$ cat src/tbp_pkg.sv
package tbp_pkg;

	// item opcodes
	localparam logic [1:0] OP_MOTION = 2'd0;
	localparam logic [1:0] OP_CTRL   = 2'd1;
	localparam logic [1:0] OP_TICK   = 2'd2;
	localparam logic [1:0] OP_READ   = 2'd3;

	// read targets
	localparam logic [2:0] OBJ_A     = 3'd0;
	localparam logic [2:0] OBJ_B     = 3'd1;
	localparam logic [2:0] OBJ_UP    = 3'd2;
	localparam logic [2:0] OBJ_RIGHT = 3'd5;

	// configuration register indexes
	localparam logic REG_REGION_JAPAN = 1'b0;
	localparam logic REG_PORT_INDEX   = 1'b1;

	// control register codes
	localparam logic [7:0] CTRL_P0_HI = 8'h0d;
	localparam logic [7:0] CTRL_P0_LO = 8'h2d;
	localparam logic [7:0] CTRL_P1_HI = 8'h07;
	localparam logic [7:0] CTRL_P1_LO = 8'h87;

	// strobe sequencing
	localparam logic [7:0] STROBE_WRAP = 8'd190;
	localparam logic [2:0] LAST_PHASE  = 3'd4;

	// export velocity shaping
	typedef logic signed [9:0] vel_t;
	localparam vel_t VEL_LIMIT = 10'sd50;
	localparam vel_t VEL_KNEE  = 10'sd15;
	localparam vel_t VEL_PULL  = 10'sd5;

	typedef struct packed {
		logic [1:0]        opcode;
		logic [2:0]        object_id;
		logic              button_a;
		logic              button_b;
		logic signed [7:0] move_x;
		logic signed [7:0] move_y;
		logic [7:0]        ctrl_value;
		logic [7:0]        ctrl_prev;
		logic [7:0]        port_dc;
		logic [7:0]        port_dd;
	} item_t;

endpackage

$ cat src/tbp_in_stage.sv
module tbp_in_stage
	import tbp_pkg::*;
(
	input  logic  clk,
	input  logic  arst_n,
	input  logic  in_valid,
	output logic  in_stall,
	input  item_t item_in,
	input  logic  out_free,
	output logic  fire,
	output item_t item_s1
);

	logic valid_s1;
	logic adv;

	// only a read needs room at the output
	assign adv      = !valid_s1 || (item_s1.opcode != OP_READ) || out_free;
	assign in_stall = valid_s1 && !adv;
	assign fire     = valid_s1 && adv;

	always_ff @(posedge clk or negedge arst_n) begin
		if (!arst_n) begin
			valid_s1 <= 1'b0;
		end else if (adv) begin
			valid_s1 <= in_valid;
		end
	end

	always_ff @(posedge clk) begin
		if (adv && in_valid) begin
			item_s1 <= item_in;
		end
	end

endmodule

$ cat src/tbp_engine.sv
module tbp_engine
	import tbp_pkg::*;
(
	input  logic  clk,
	input  logic  arst_n,
	input  logic  cfg_wr_en,
	input  logic  cfg_index,
	input  logic  cfg_data,
	input  logic  fire,
	input  item_t item_s1,
	output logic  bit_c
);

	logic       region_japan_q;
	logic       port_index_q;
	logic [7:0] axis_x_q;
	logic [7:0] axis_y_q;
	logic       axis_latch_q;
	logic [7:0] strobe_clock_q;
	logic [2:0] strobe_phase_q;

	logic       latch_n;
	logic [7:0] dir;
	logic [3:0] nib;
	logic       b4;
	logic       b5;
	logic [1:0] sel;

	// trackball velocity: cur minus half of mv (truncated), clamped, eased toward zero
	function automatic logic [7:0] velocity(input logic [7:0] cur, input logic signed [7:0] mv);
		vel_t mv_e;
		vel_t half;
		vel_t v;
		mv_e = vel_t'(mv);
		half = (mv_e + vel_t'({1'b0, mv[7]})) >>> 1;
		v    = vel_t'($signed(cur)) - half;
		if (v > VEL_LIMIT)
			v = VEL_LIMIT;
		else if (v < -VEL_LIMIT)
			v = -VEL_LIMIT;
		if (v > 10'sd0)
			v = v - 10'sd1;
		if (v < 10'sd0)
			v = v + 10'sd1;
		if (v >= VEL_KNEE)
			v = v - VEL_PULL;
		else if (v <= -VEL_KNEE)
			v = v + VEL_PULL;
		return v[7:0];
	endfunction

	always_ff @(posedge clk or negedge arst_n) begin
		if (!arst_n) begin
			region_japan_q <= 1'b0;
			port_index_q   <= 1'b0;
		end else if (cfg_wr_en) begin
			case (cfg_index)
				REG_REGION_JAPAN: region_japan_q <= cfg_data;
				REG_PORT_INDEX:   port_index_q   <= cfg_data;
				default:          ;
			endcase
		end
	end

	always_comb begin
		latch_n = axis_latch_q;
		if (item_s1.ctrl_prev[3:0] != item_s1.ctrl_value[3:0])
			latch_n = 1'b1;
		if (item_s1.ctrl_value == CTRL_P0_HI && !port_index_q)
			latch_n = !latch_n;
		if (item_s1.ctrl_value == CTRL_P1_HI && port_index_q)
			latch_n = !latch_n;
	end

	always_ff @(posedge clk or negedge arst_n) begin
		if (!arst_n) begin
			axis_x_q       <= 8'd0;
			axis_y_q       <= 8'd0;
			axis_latch_q   <= 1'b1;
			strobe_clock_q <= 8'd0;
			strobe_phase_q <= 3'd0;
		end else if (fire) begin
			case (item_s1.opcode)
				OP_MOTION: begin
					if (region_japan_q) begin
						axis_x_q <= axis_x_q + item_s1.move_x;
						axis_y_q <= axis_y_q + item_s1.move_y;
					end else begin
						axis_x_q <= velocity(axis_x_q, item_s1.move_x);
						axis_y_q <= velocity(axis_y_q, item_s1.move_y);
					end
				end
				OP_CTRL: begin
					axis_latch_q <= latch_n;
				end
				OP_TICK: begin
					if (strobe_clock_q >= STROBE_WRAP) begin
						strobe_clock_q <= 8'd0;
						strobe_phase_q <= (strobe_phase_q >= LAST_PHASE) ? 3'd0
							: strobe_phase_q + 3'd1;
					end else begin
						strobe_clock_q <= strobe_clock_q + 8'd1;
					end
				end
				default: ;
			endcase
		end
	end

	// read path
	assign dir = axis_latch_q ? axis_y_q : axis_x_q;
	assign sel = 2'(item_s1.object_id - OBJ_UP);

	always_comb begin
		nib = 4'hf;
		b4  = 1'b1;
		b5  = 1'b1;
		if (region_japan_q) begin
			case (strobe_phase_q)
				3'd0: nib = {2'b00, !item_s1.button_b, !item_s1.button_a};
				3'd1: begin
					b4  = 1'b0;
					b5  = 1'b0;
					nib = axis_x_q[7:4];
				end
				3'd2: begin
					b5  = 1'b0;
					nib = axis_x_q[3:0];
				end
				3'd3: begin
					b4  = 1'b0;
					b5  = 1'b0;
					nib = axis_y_q[7:4];
				end
				3'd4: begin
					b5  = 1'b0;
					nib = axis_y_q[3:0];
				end
				default: ;
			endcase
		end else begin
			b4 = !item_s1.button_a;
			b5 = !item_s1.button_b;
			if (!port_index_q) begin
				if (item_s1.ctrl_value == CTRL_P0_HI)
					nib = dir[7:4];
				else if (item_s1.ctrl_value == CTRL_P0_LO)
					nib = dir[3:0];
				else
					nib = item_s1.port_dc[3:0];
			end else begin
				if (item_s1.ctrl_value == CTRL_P1_HI)
					nib = dir[7:4];
				else if (item_s1.ctrl_value == CTRL_P1_LO)
					nib = dir[3:0];
				else
					nib = {item_s1.port_dd[1:0], item_s1.port_dc[7:6]};
			end
		end

		if (item_s1.object_id == OBJ_A)
			bit_c = b4;
		else if (item_s1.object_id == OBJ_B)
			bit_c = b5;
		else if (item_s1.object_id > OBJ_RIGHT)
			bit_c = 1'b1;
		else
			bit_c = nib[sel];
	end

endmodule

$ cat src/tbp_out_stage.sv
module tbp_out_stage (
	input  logic clk,
	input  logic arst_n,
	input  logic load,
	input  logic bit_c,
	input  logic out_stall,
	output logic out_free,
	output logic out_valid,
	output logic read_bit
);

	logic out_valid_q;
	logic read_bit_q;

	assign out_free  = !out_valid_q || !out_stall;
	assign out_valid = out_valid_q;
	assign read_bit  = read_bit_q;

	always_ff @(posedge clk or negedge arst_n) begin
		if (!arst_n) begin
			out_valid_q <= 1'b0;
		end else if (load) begin
			out_valid_q <= 1'b1;
		end else if (!out_stall) begin
			out_valid_q <= 1'b0;
		end
	end

	always_ff @(posedge clk) begin
		if (load) begin
			read_bit_q <= bit_c;
		end
	end

endmodule

$ cat src/trackball_pad_port_unit.sv
// A read beat is held in the input register, then loaded into the output register.
// Throughput: one beat per cycle unless stalled; a non-read item ends in the input register.
// Only a read waiting on a stalled, full output register holds the input side.
// Reset (arst_n low, asynchronous): axes 0, axis latch 1, strobe clock and phase 0,
// export region, port 0, both stages empty.
module trackball_pad_port_unit
	import tbp_pkg::*;
(
	input  logic              clk,
	input  logic              arst_n,
	input  logic              cfg_wr_en,
	input  logic              cfg_index,
	input  logic              cfg_data,
	input  logic              in_valid,
	output logic              in_stall,
	input  logic [1:0]        opcode,
	input  logic [2:0]        object_id,
	input  logic              button_a,
	input  logic              button_b,
	input  logic signed [7:0] move_x,
	input  logic signed [7:0] move_y,
	input  logic [7:0]        ctrl_value,
	input  logic [7:0]        ctrl_prev,
	input  logic [7:0]        port_dc,
	input  logic [7:0]        port_dd,
	output logic              out_valid,
	input  logic              out_stall,
	output logic              read_bit
);

	item_t item_in;
	item_t item_s1;
	logic  fire;
	logic  out_free;
	logic  bit_c;
	logic  load;

	assign item_in = '{
		opcode:     opcode,
		object_id:  object_id,
		button_a:   button_a,
		button_b:   button_b,
		move_x:     move_x,
		move_y:     move_y,
		ctrl_value: ctrl_value,
		ctrl_prev:  ctrl_prev,
		port_dc:    port_dc,
		port_dd:    port_dd
	};

	assign load = fire && (item_s1.opcode == OP_READ);

	tbp_in_stage u_in (
		.clk      (clk),
		.arst_n   (arst_n),
		.in_valid (in_valid),
		.in_stall (in_stall),
		.item_in  (item_in),
		.out_free (out_free),
		.fire     (fire),
		.item_s1  (item_s1)
	);

	tbp_engine u_engine (
		.clk       (clk),
		.arst_n    (arst_n),
		.cfg_wr_en (cfg_wr_en),
		.cfg_index (cfg_index),
		.cfg_data  (cfg_data),
		.fire      (fire),
		.item_s1   (item_s1),
		.bit_c     (bit_c)
	);

	tbp_out_stage u_out (
		.clk       (clk),
		.arst_n    (arst_n),
		.load      (load),
		.bit_c     (bit_c),
		.out_stall (out_stall),
		.out_free  (out_free),
		.out_valid (out_valid),
		.read_bit  (read_bit)
	);

endmodule

$ cat config.mk
export PLATFORM = sky130hd
export DESIGN_NAME = trackball_pad_port_unit
export DESIGN_NICKNAME = d
export VERILOG_FILES = /design/src/tbp_pkg.sv /design/src/tbp_in_stage.sv /design/src/tbp_engine.sv /design/src/tbp_out_stage.sv /design/src/trackball_pad_port_unit.sv
export SDC_FILE = /design/constraint.sdc
export NUM_CORES = 1
export LEC_CHECK = 0
export BUFFER_PORTS_ARGS = -buffer_cell sky130_fd_sc_hd__buf_2
export CAP_MARGIN = 20
export CORE_MARGIN = 2
export CORE_UTILIZATION = 25
export CTS_CLUSTER_SIZE = 10
export DETAILED_ROUTE_END_ITERATION = 10
export SKIP_LAST_GASP = 1
export SLEW_MARGIN = 40
export SYNTH_ARGS = -nofsm -noshare
export SYNTH_HDL_FRONTEND = slang
export SYNTH_SLANG_ARGS = --single-unit
$ cat constraint.sdc
create_clock -name clk -period 12.5 [get_ports clk]
set_clock_uncertainty 0.15 [all_clocks]
set_input_delay 1.25 -clock clk [delete_from_list [all_inputs] [get_ports clk]]
set_output_delay 1.25 -clock clk [all_outputs]
set_load 0.02 [all_outputs]
* Word level (Yosys, flattened, before mapping)
Index checks and enable logic that the tools add are counted.
** Word-level totals
- Register bits after elaboration :: 78
- Latch bits :: 0
- Bits in writable memories :: 0
- Bits in read-only memories :: 0
- Input port bits :: 62
- Output and inout bits :: 3
- Logic and storage cells :: 154
- Memories kept :: 0
** Operators by class
- Add/sub/neg operators :: 17
- $mul :: 0
- Div/mod/pow operators :: 0
- Order comparisons :: 16
- Equality and inequality tests :: 15
- Shift-type cells :: 0
- Multiplexer cells :: 56
- Bitwise gates (word level) :: 1
- Reductions and logical operators :: 29
** Operators with widths (number)
- $mux W10 :: 26
- $mux W8 :: 8
- $mux W4 :: 6
- $add A10 B2 Y10 const B :: 2
- $ge A10 B5 Y1 const B :: 2
- $gt A10 B1 Y1 const B :: 2
- $gt A10 B7 Y1 const B :: 2
- $le A10 B5 Y1 const B :: 2
- $lt A10 B1 Y1 const B :: 2
- $lt A10 B7 Y1 const B :: 2
- $pmux W4 S5 :: 1
- $sub A10 B2 Y10 const B :: 2
- $add A8 B2 Y9 :: 2
- $sub A8 B8 Y9 :: 2
- $add A8 B4 Y8 const B :: 2
- $add A8 B8 Y8 :: 2
- $sub A8 B4 Y8 const B :: 2
- $mux W1 :: 13
- $reduce_and A2 Y1 :: 5
- $logic_not A1 Y1 :: 9
- $add A8 B1 Y8 const B :: 1
- $eq A8 B3 Y1 const B :: 1
- $eq A8 B4 Y1 const B :: 1
- $eq A8 B6 Y1 const B :: 1
- other kinds (25) :: 36

* Depth between registers and ports, before layout
Gate-level depths: netlist of run 1.
- Word-level depth :: 22
- Mapped depth :: 34
- Gate-level depth less buffers :: 32

* By module
From an unflattened synthesis of run 1, not the netlist that was laid out.
** Unflattened totals
- Cell total of the unflattened synthesis :: 785
- Area, all modules :: 7280.7 µm²
** By module, submodules not included
- tbp_engine :: instances 1, cells each 718, area each 5480.3 µm², seq. area each 752.0 µm²
- tbp_in_stage :: instances 1, cells each 62, area each 1727.9 µm², seq. area each 1676.6 µm²
- tbp_out_stage :: instances 1, cells each 4, area each 66.3 µm², seq. area each 55.1 µm²
- trackball_pad_port_unit :: instances 1, cells each 1, area each 6.3 µm², seq. area each 0.0 µm²

* Worst setup path after synthesis of run 1
OpenSTA, ideal clock, no wires.
- Path kind :: register to register
- From :: register, netlist name u_in.item_s1[39]
- To :: register u_engine.axis_y_q[5]
- Data arrival time :: 6.711 ns
- Required time :: 12.224 ns
- Setup slack :: 5.513 ns
- Cell stages (with the launch flop) :: 35
- Buffers on the path :: 3
- Clock period less this slack :: 6.987 ns
- Cells stage by stage :: edfxtp_1 -> and2_1 -> ha_1 -> nand3_1 -> nor2_1 -> xnor2_1 -> ha_1 -> o21ai_0 -> nor2_1 -> o31a_1 -> or2_2 -> clkbuf_1 -> a31oi_1 -> nand3b_1 -> ha_1 -> clkbuf_1 -> or3_1 -> ha_1 -> o21ai_0 -> o41ai_1 -> nand2_1 -> xor2_1 -> inv_1 -> ha_1 -> mux2_2 -> inv_1 -> ha_1 -> nor2_1 -> o31ai_1 -> or4b_1 -> and2_0 -> clkbuf_1 -> a22oi_2 -> mux2i_1 -> a221o_1
** Between the ends
- Cells in the longest elaborated chain, start to end :: 22
** Ends and longest elaborated chain
- $add A8 B2 Y9 * :: line tbp_engine.sv:35 : half = (mv_e + vel_t'({1'b0, mv[7]})) >>> 1;
- $sub A8 B8 Y9 * :: line tbp_engine.sv:36 : v = vel_t'($signed(cur)) - half;
- $lt A10 B7 Y1 :: line tbp_engine.sv:39 : else if (v < -VEL_LIMIT)
- $mux W10 :: line tbp_engine.sv:39
- $mux W10 * :: line tbp_engine.sv:37 : if (v > VEL_LIMIT)
- $mux W10 * :: line tbp_engine.sv:85 : if (region_japan_q) begin
- $mux W10 * :: line tbp_engine.sv:83 : case (item_s1.opcode)
- $mux W10 * :: line tbp_engine.sv:82 : end else if (fire) begin
- (+6 left out)
- $mux W10 * :: line tbp_engine.sv:43 : if (v < 10'sd0)
- $mux W10 * :: line tbp_engine.sv:85
- $mux W10 * :: line tbp_engine.sv:83
- $mux W10 * :: line tbp_engine.sv:82
- $add A8 B4 Y8 / $le A10 B5 Y1 (equally long branches) :: line tbp_engine.sv:48, tbp_engine.sv:47
- $mux W8 :: line tbp_engine.sv:47 : else if (v <= -VEL_KNEE)
- $mux W8 * :: line tbp_engine.sv:45 : if (v >= VEL_KNEE)
- $mux W8 * :: line tbp_engine.sv:85
- end signal: assignment :: line tbp_engine.sv:87 : axis_y_q <= axis_y_q + item_s1.move_y;
- end signal: assignment :: line tbp_engine.sv:90 : axis_y_q <= velocity(axis_y_q, item_s1.move_y);
- end: declaration :: line tbp_engine.sv:17 : logic [7:0] axis_y_q;
Every way passes the cells marked *; elsewhere a longest branch is shown, timed or not. The select of a mux whose other input is x is not followed.
A chain may end at the register's enable or synchronous reset.

* Worst setup path after layout of run 1
- From :: register, netlist name u_in.item_s1[40]
- To :: register u_engine.axis_x_q[3]
** Between the ends
- Cells in the longest elaborated chain, start to end :: 22
** Ends and longest elaborated chain
- $add A8 B2 Y9 :: line tbp_engine.sv:35
- $sub A8 B8 Y9 :: line tbp_engine.sv:36
- $lt A10 B7 Y1 :: line tbp_engine.sv:39
- $mux W10 :: line tbp_engine.sv:39
- $mux W10 :: line tbp_engine.sv:37
- $mux W10 :: line tbp_engine.sv:85
- $mux W10 :: line tbp_engine.sv:83
- $mux W10 :: line tbp_engine.sv:82
- (+6 left out)
- $mux W10 :: line tbp_engine.sv:43
- $mux W10 :: line tbp_engine.sv:85
- $mux W10 :: line tbp_engine.sv:83
- $mux W10 :: line tbp_engine.sv:82
- $add A8 B4 Y8 / $le A10 B5 Y1 (equally long branches) :: line tbp_engine.sv:48, tbp_engine.sv:47
- $mux W8 :: line tbp_engine.sv:47
- $mux W8 :: line tbp_engine.sv:45
- $mux W8 * :: line tbp_engine.sv:85
- end signal: assignment :: line tbp_engine.sv:86 : axis_x_q <= axis_x_q + item_s1.move_x;
- end signal: assignment :: line tbp_engine.sv:89 : axis_x_q <= velocity(axis_x_q, item_s1.move_x);
- end: declaration :: line tbp_engine.sv:16 : logic [7:0] axis_x_q;
Marks and branches as above.

==> flow_summary.ini, run 1 <==
[run_status]
status = finished clean

[placed_design]
dp_slack_ps = 4414
place_area_um2 = 8228
dp_hpwl_um = 14900
io_buffers = 52
dp.cells = 1276
gp_congestion = 0.8697

[logic_synthesis]
synth_cell_type_count = 93
synth-simple-area-share = 0.1999
synth.yosys.warnings = 0
synth_cells = 859
synth_xor_area_frac = 0.07206
synth_edf_count = 44
synth-adder-area-share = 0.09862
async_flop_share = 0.4211
synth_top_family_by_area = compound AO/OA/AOI/OAI gates
syn-num-nets = 978
ys.flop_type = edfxtp_1
ys_ff_latch = 76
synth.avg_cell_area_um2 = 8.773
yosys.area.top_type_share = 0.1753
synth_area_um2 = 7536
synth_compound_area_frac = 0.2625
netlist_top_cells_area = edfxtp_1 18%, dfrtp_1 10%, ha_1 8.8%
yosysSeqAreaShare = 0.2818
muxShareOfSynthArea = 0.04499
yosysTopAreaCell = edfxtp_1

[sta]
period_share = 0.6513
finalSetupViolations = 0
finalCriticalPeriod_ps = 8141
relSlewSlack = 0.4483
rsz0062_at_grt = no
tightestPinTransition_ps = 825.0
layout_setup_ws_ps = 4359
final-hold-violation-count = 0
fin_setup_tns_ps = 0
drv_slew = 0
max_clock_freq_mhz = 122.8

[die]
initial_core_util = 0.2543
ios = 65
die_w_um = 177.6
die_h_um = 177.6
die_area_um2 = 31550
rows = 63
core_area_um2 = 29640

[global_routing]
track_usage = 0.1242
antenna_found_initial = 0
grt_max_degree = 33
gr-total-overflow = 0
first_global_vias = 6530
grt_pass1_wl_um = 32370

[route]
ant_nets = 0
drc = 0
vias_per_cell = 5.262
first_pass_iters = 5
routed_wl_um = 19070
wl_per_cell_um = 14.76
dr_total_vias = 6798
first_iter_violations = 421

[clock_network]
cts_setup_buffers = 0
cts_resized = 0
cts.hold.buffers_added = 0
clk_pin_slew_ps = 50
cts_made_buffers = 9
clock_path_buffers = 2
cts-htree-levels = 3
cts_tree = yes
cts_root_buf = clkbuf_16
clk_latency_ps = 340
cts.sinks = 76

[layout]
final_cells = 1292
drive_gt1_frac = 0.1264
layout_common_cells = 58 x nor2_1, 56 x nand2_1, 53 x a21oi_1, 53 x ha_1, 51 x buf_2
final_net_count = 1016
area.growth.synth_to_final_pct = 13.66
final_common_cell = nor2_1
antenna_cells = 0
fin_area_um2 = 8566
n_fill_cell = 3186

[critical_path]
critPathCaptureType = flop
critPathLaunchType = flop
cp.required_ps = 12570
reg2regPathDepth = 27
worst-endpoint-arrival_ps = 8210
critPathKind = reg -> reg
crit_fanout = 17

[hold_path]
hold_class = reg -> reg
whs_path_depth = 2

[job]
maxCapViolCount = 0
[path summary, 6_finish.rpt]
kind | startpoint | endpoint | slack (ps)
worst max-delay path | u_in.item_s1[40] | u_engine.axis_x_q[3] | 4360
worst min-delay path | u_out.out_valid | u_out.out_valid | 360
worst max register to register | u_in.item_s1[40] | u_engine.axis_x_q[3] | 4360
worst min register to register | u_out.out_valid | u_out.out_valid | 360
max in group asynchronous | arst_n | u_engine.axis_latch_q | 11150
min in group asynchronous | arst_n | u_out.out_valid | 710
[routing by layer]
metal / track usage / vias to the layer above / wire length, µm
met1: 0.1694 / 3218 / 9061
met4: 0.03654 / 0 / 306
met2: 0.2049 / 189 / 8877
met5: 0 / - / 0
met3: 0.01521 / 29 / 829
li1: - / 3362 / -
[area by class of cell]
| type | count | area [µm²] | area share |
|---|---|---|---|
| multi-input cells | 711 | 5117 | 0.5974 |
| flip-flops and latches | 76 | 2123 | 0.2479 |
| well taps | 390 | 488.0 | 0.05697 |
| repair buffers | 58 | 347.8 | 0.04061 |
| clock buffers | 12 | 236.5 | 0.02761 |
| inverters | 41 | 153.9 | 0.01797 |
| clock inverters | 4 | 98.84 | 0.01154 |
[stage by stage]
stage | hold slack [ps] | util
2_1_floorplan | 319.6 | -
3_3_place_gp | 342.9 | 0.2758
3_5_place_dp | 351.0 | 0.2776
4_1_cts | 364.7 | 0.2889
5_1_grt | 395.6 | 0.2890
6_report | 359.2 | 0.2890
[critical path, cell delays in order (launching register included)]
cell and delay [ps]:
edfxtp_1 420, and2_1 200, ha_1 280, ha_1 220, fa_1 410, nand2b_1 180, a21oi_1 200, o21ai_0 200
a22oi_1 480, nor2_1 130, o211ai_1 120, ha_1 430, nor3b_1 440, ha_1 310, inv_1 90, nor4_2 620
o2bb2ai_1 320, mux2i_1 280, ha_1 210, o2111ai_1 300, a211oi_1 380, xnor2_1 330, o311ai_2 210, a211oi_2 210
or2_1 340, o22ai_2 120, mux2i_1 160, a221o_1 260
[logic make-up (layout without fill, tap and decap cells)]
| kind of cell | after synthesis | after routing |
|---|---|---|
| compound gates | 275 | 275 |
| buf+inv | 72 | 115 |
| mux | 29 | 29 |
| flops | 76 | 76 |
| xor+xnor | 62 | 62 |
| simple gates | 288 | 288 |
| fa+ha+maj | 57 | 57 |
[synthesized netlist by cell type, types with 13 or more instances]
cell type and instances:
dfrtp_1 31, edfxtp_1 44, a21o_1 17, mux2i_1 20, nand2b_1 14, nor2_1 58
xor2_1 25, o21ai_0 46, nor2b_1 13, nand2_1 56, nor3_1 29, o211ai_1 14
nand3_1 31, clkbuf_1 22, nand4_1 14, a31oi_1 14, a21oi_1 53, ha_1 53
a211oi_1 13, inv_1 41, xnor2_1 37
[flip-flops by register name, indices dropped and copies added (netlist names), 3 cells and up]
name / cells
u_engine.axis_x_q: 8
u_engine.strobe_clock_q: 8
u_engine.strobe_phase_q: 3
u_engine.axis_y_q: 8
u_in.item_s1: 43
Power of run 1 is left out: the tool's default activity adds up to more than one toggle a clock period on the data nets, which glitch-free logic cannot reach.
==> inputs of run 2 (changes only) <==
--- a/config.mk
+++ b/config.mk
@@ -5,6 +5,7 @@
 export SDC_FILE = /design/constraint.sdc
 export NUM_CORES = 1
 export LEC_CHECK = 0
+export ABC_AREA = 1
 export BUFFER_PORTS_ARGS = -buffer_cell sky130_fd_sc_hd__buf_2
 export CAP_MARGIN = 20
 export CORE_MARGIN = 2
==> constraint.sdc (replaced) <==
create_clock -name clk -period 8.4 [get_ports clk]
set_clock_uncertainty 0.15 [all_clocks]
set_input_delay 0.84 -clock clk [delete_from_list [all_inputs] [get_ports clk]]
set_output_delay 0.84 -clock clk [all_outputs]
set_load 0.02 [all_outputs]
==> flow_summary.ini, run 2 <==
[global_routing]
antenna_found_initial = 0
first_global_vias = 7148
grt_max_degree = 44
track_usage = 0.1146
grt_pass1_wl_um = 32290
gr-total-overflow = 0

[layout]
area.growth.synth_to_final_pct = 13.55
drive_gt1_frac = 0.1250
final_common_cell = nand2_1
antenna_cells = 0
largest_reg_flops = 43
final_net_count = 1370
max_flop_register = u_in.item_s1
final_cells = 1652
layout_common_cells = 347 x nand2_1, 190 x inv_1, 109 x nor2_1, 102 x nand3_1, 58 x o21ai_0

[run_status]
status = finished clean

[die]
rows = 64
core_area_um2 = 30830
initial_core_util = 0.2552
die_w_um = 181.4
die_area_um2 = 32910
ios = 65
die_h_um = 181.4

[clock_network]
clk_pin_slew_ps = 60
clk_latency_ps = 340
cts.sinks = 76
cts.hold.buffers_added = 0
cts_root_buf = clkbuf_16
cts_setup_buffers = 0
cts_tree = yes
cts-htree-levels = 3
cts_resized = 0
cts_made_buffers = 9
clock_path_buffers = 2

[placed_design]
dp_hpwl_um = 14870
dp.cells = 1636
io_buffers = 52
gp_congestion = 0.8700

[critical_path]
worst-endpoint-arrival_ps = 6380
critPathLaunchType = flop
cpMostUsedCell = nand2_1
cpPeakStageDelay_ps = 450
cp.required_ps = 8520
crit_path_top_delay_cell = edfxtp_1
critPathCaptureType = flop
crit_fanout = 11
critPathKind = reg -> reg
reg2regPathDepth = 45

[logic_synthesis]
synth.avg_cell_area_um2 = 6.567
synthMostInstantiatedCell = nand2_1
yosys.area.top_type_share = 0.1679
synth_cells = 1198
yosysTopAreaCell = edfxtp_1
synth-adder-area-share = 0.09447
synth_edf_count = 44
synth_area_um2 = 7868
ys.flop_type = edfxtp_1
synth_top_family_by_area = simple AND/OR/NAND/NOR gates
syn-num-nets = 1317
netlist_top_cells_area = edfxtp_1 17%, nand2_1 17%, dfrtp_1 9.9%
synth_cell_type_count = 55
ys_ff_latch = 76
muxShareOfSynthArea = 0
yosys-top-cells-count = 347 x nand2_1, 190 x inv_1, 110 x nor2_1, 102 x nand3_1, 58 x o21ai_0
yosysSeqAreaShare = 0.2699
synth_compound_area_frac = 0.1182
synth-simple-area-share = 0.3830
synth_xor_area_frac = 0.02783
async_flop_share = 0.4211
synth.yosys.warnings = 0

[route]
drc = 0
routed_wl_um = 18440
first_iter_violations = 432
wl_per_cell_um = 11.16
ant_nets = 0
dr_total_vias = 7542
first_pass_iters = 8
vias_per_cell = 4.565

[sta]
finalCriticalPeriod_ps = 6266
fin_setup_tns_ps = 0
finalSetupViolations = 0
max_clock_freq_mhz = 159.6
final-hold-violation-count = 0
period_share = 0.7459
tightestPinTransition_ps = 780.8
rsz0062_at_grt = no
drv_slew = 0
relSlewSlack = 0.4763

[hold_path]
hold_class = in -> async

[job]
maxCapViolCount = 0
-- run 2: area by class of cell --
| cell class | count | area (µm²) |
|---|---|---|
| clock buffer | 9 | 225.2 |
| clock inverter | 7 | 123.9 |
| fill | 3316 | 21900 |
| inverter | 203 | 762.0 |
| multi-input combinational | 906 | 4918 |
| sequential | 76 | 2123 |
| tap | 396 | 495.5 |
| timing repair buffer | 55 | 285.3 |
-- run 2: path summary, 6_finish.rpt --
path,from,end,slack (ps)
max,u_in.item_s1[39],u_engine.axis_y_q[2],2130
max in group asynchronous,arst_n,u_engine.axis_latch_q,7450
max reg2reg,u_in.item_s1[39],u_engine.axis_y_q[2],2130
min,arst_n,u_engine.strobe_clock_q[0],290
min in group clk,u_engine.strobe_clock_q[5],u_engine.strobe_clock_q[5],370
min reg2reg,u_engine.strobe_clock_q[5],u_engine.strobe_clock_q[5],370
-- run 2: kinds of logic (layout without fill, tap and decap cells) --
family,Yosys count,count (layout)
compound gates,151,151
simple gates,673,673
fa+ha+maj,57,57
flops,76,76
xor+xnor,25,25
buf+inv,216,274
-- run 2: per-layer routing --
layer	global-route usage	part of all wire
met2	0.2038	0.47
met1	0.1485	0.49
met5	0	0
met3	0.009627	0.023
met4	0.03220	0.014
-- run 2: stage by stage --
step                hold slack, ps  utilization  instance area (µm²)  worst slack, ps
floorplan                    335.8            -                 7868             3032
global placement             351.0       0.2782                 8576             2238
detailed placement           360.6       0.2784                 8582             2119
CTS                          370.1       0.2897                 8931             2091
global route                 324.7       0.2898                 8934             1391
finish                       294.8       0.2898                 8934             2134
-- run 2: critical path, delay by kind of cell (launching register included) --
kind | cells | cell delay (ps)
flops | 1 | 450
simple gates | 26 | 2630
fa+ha+maj | 6 | 1640
compound gates | 4 | 630
buf+inv | 9 | 710
Power of run 2 is left out for the same reason.
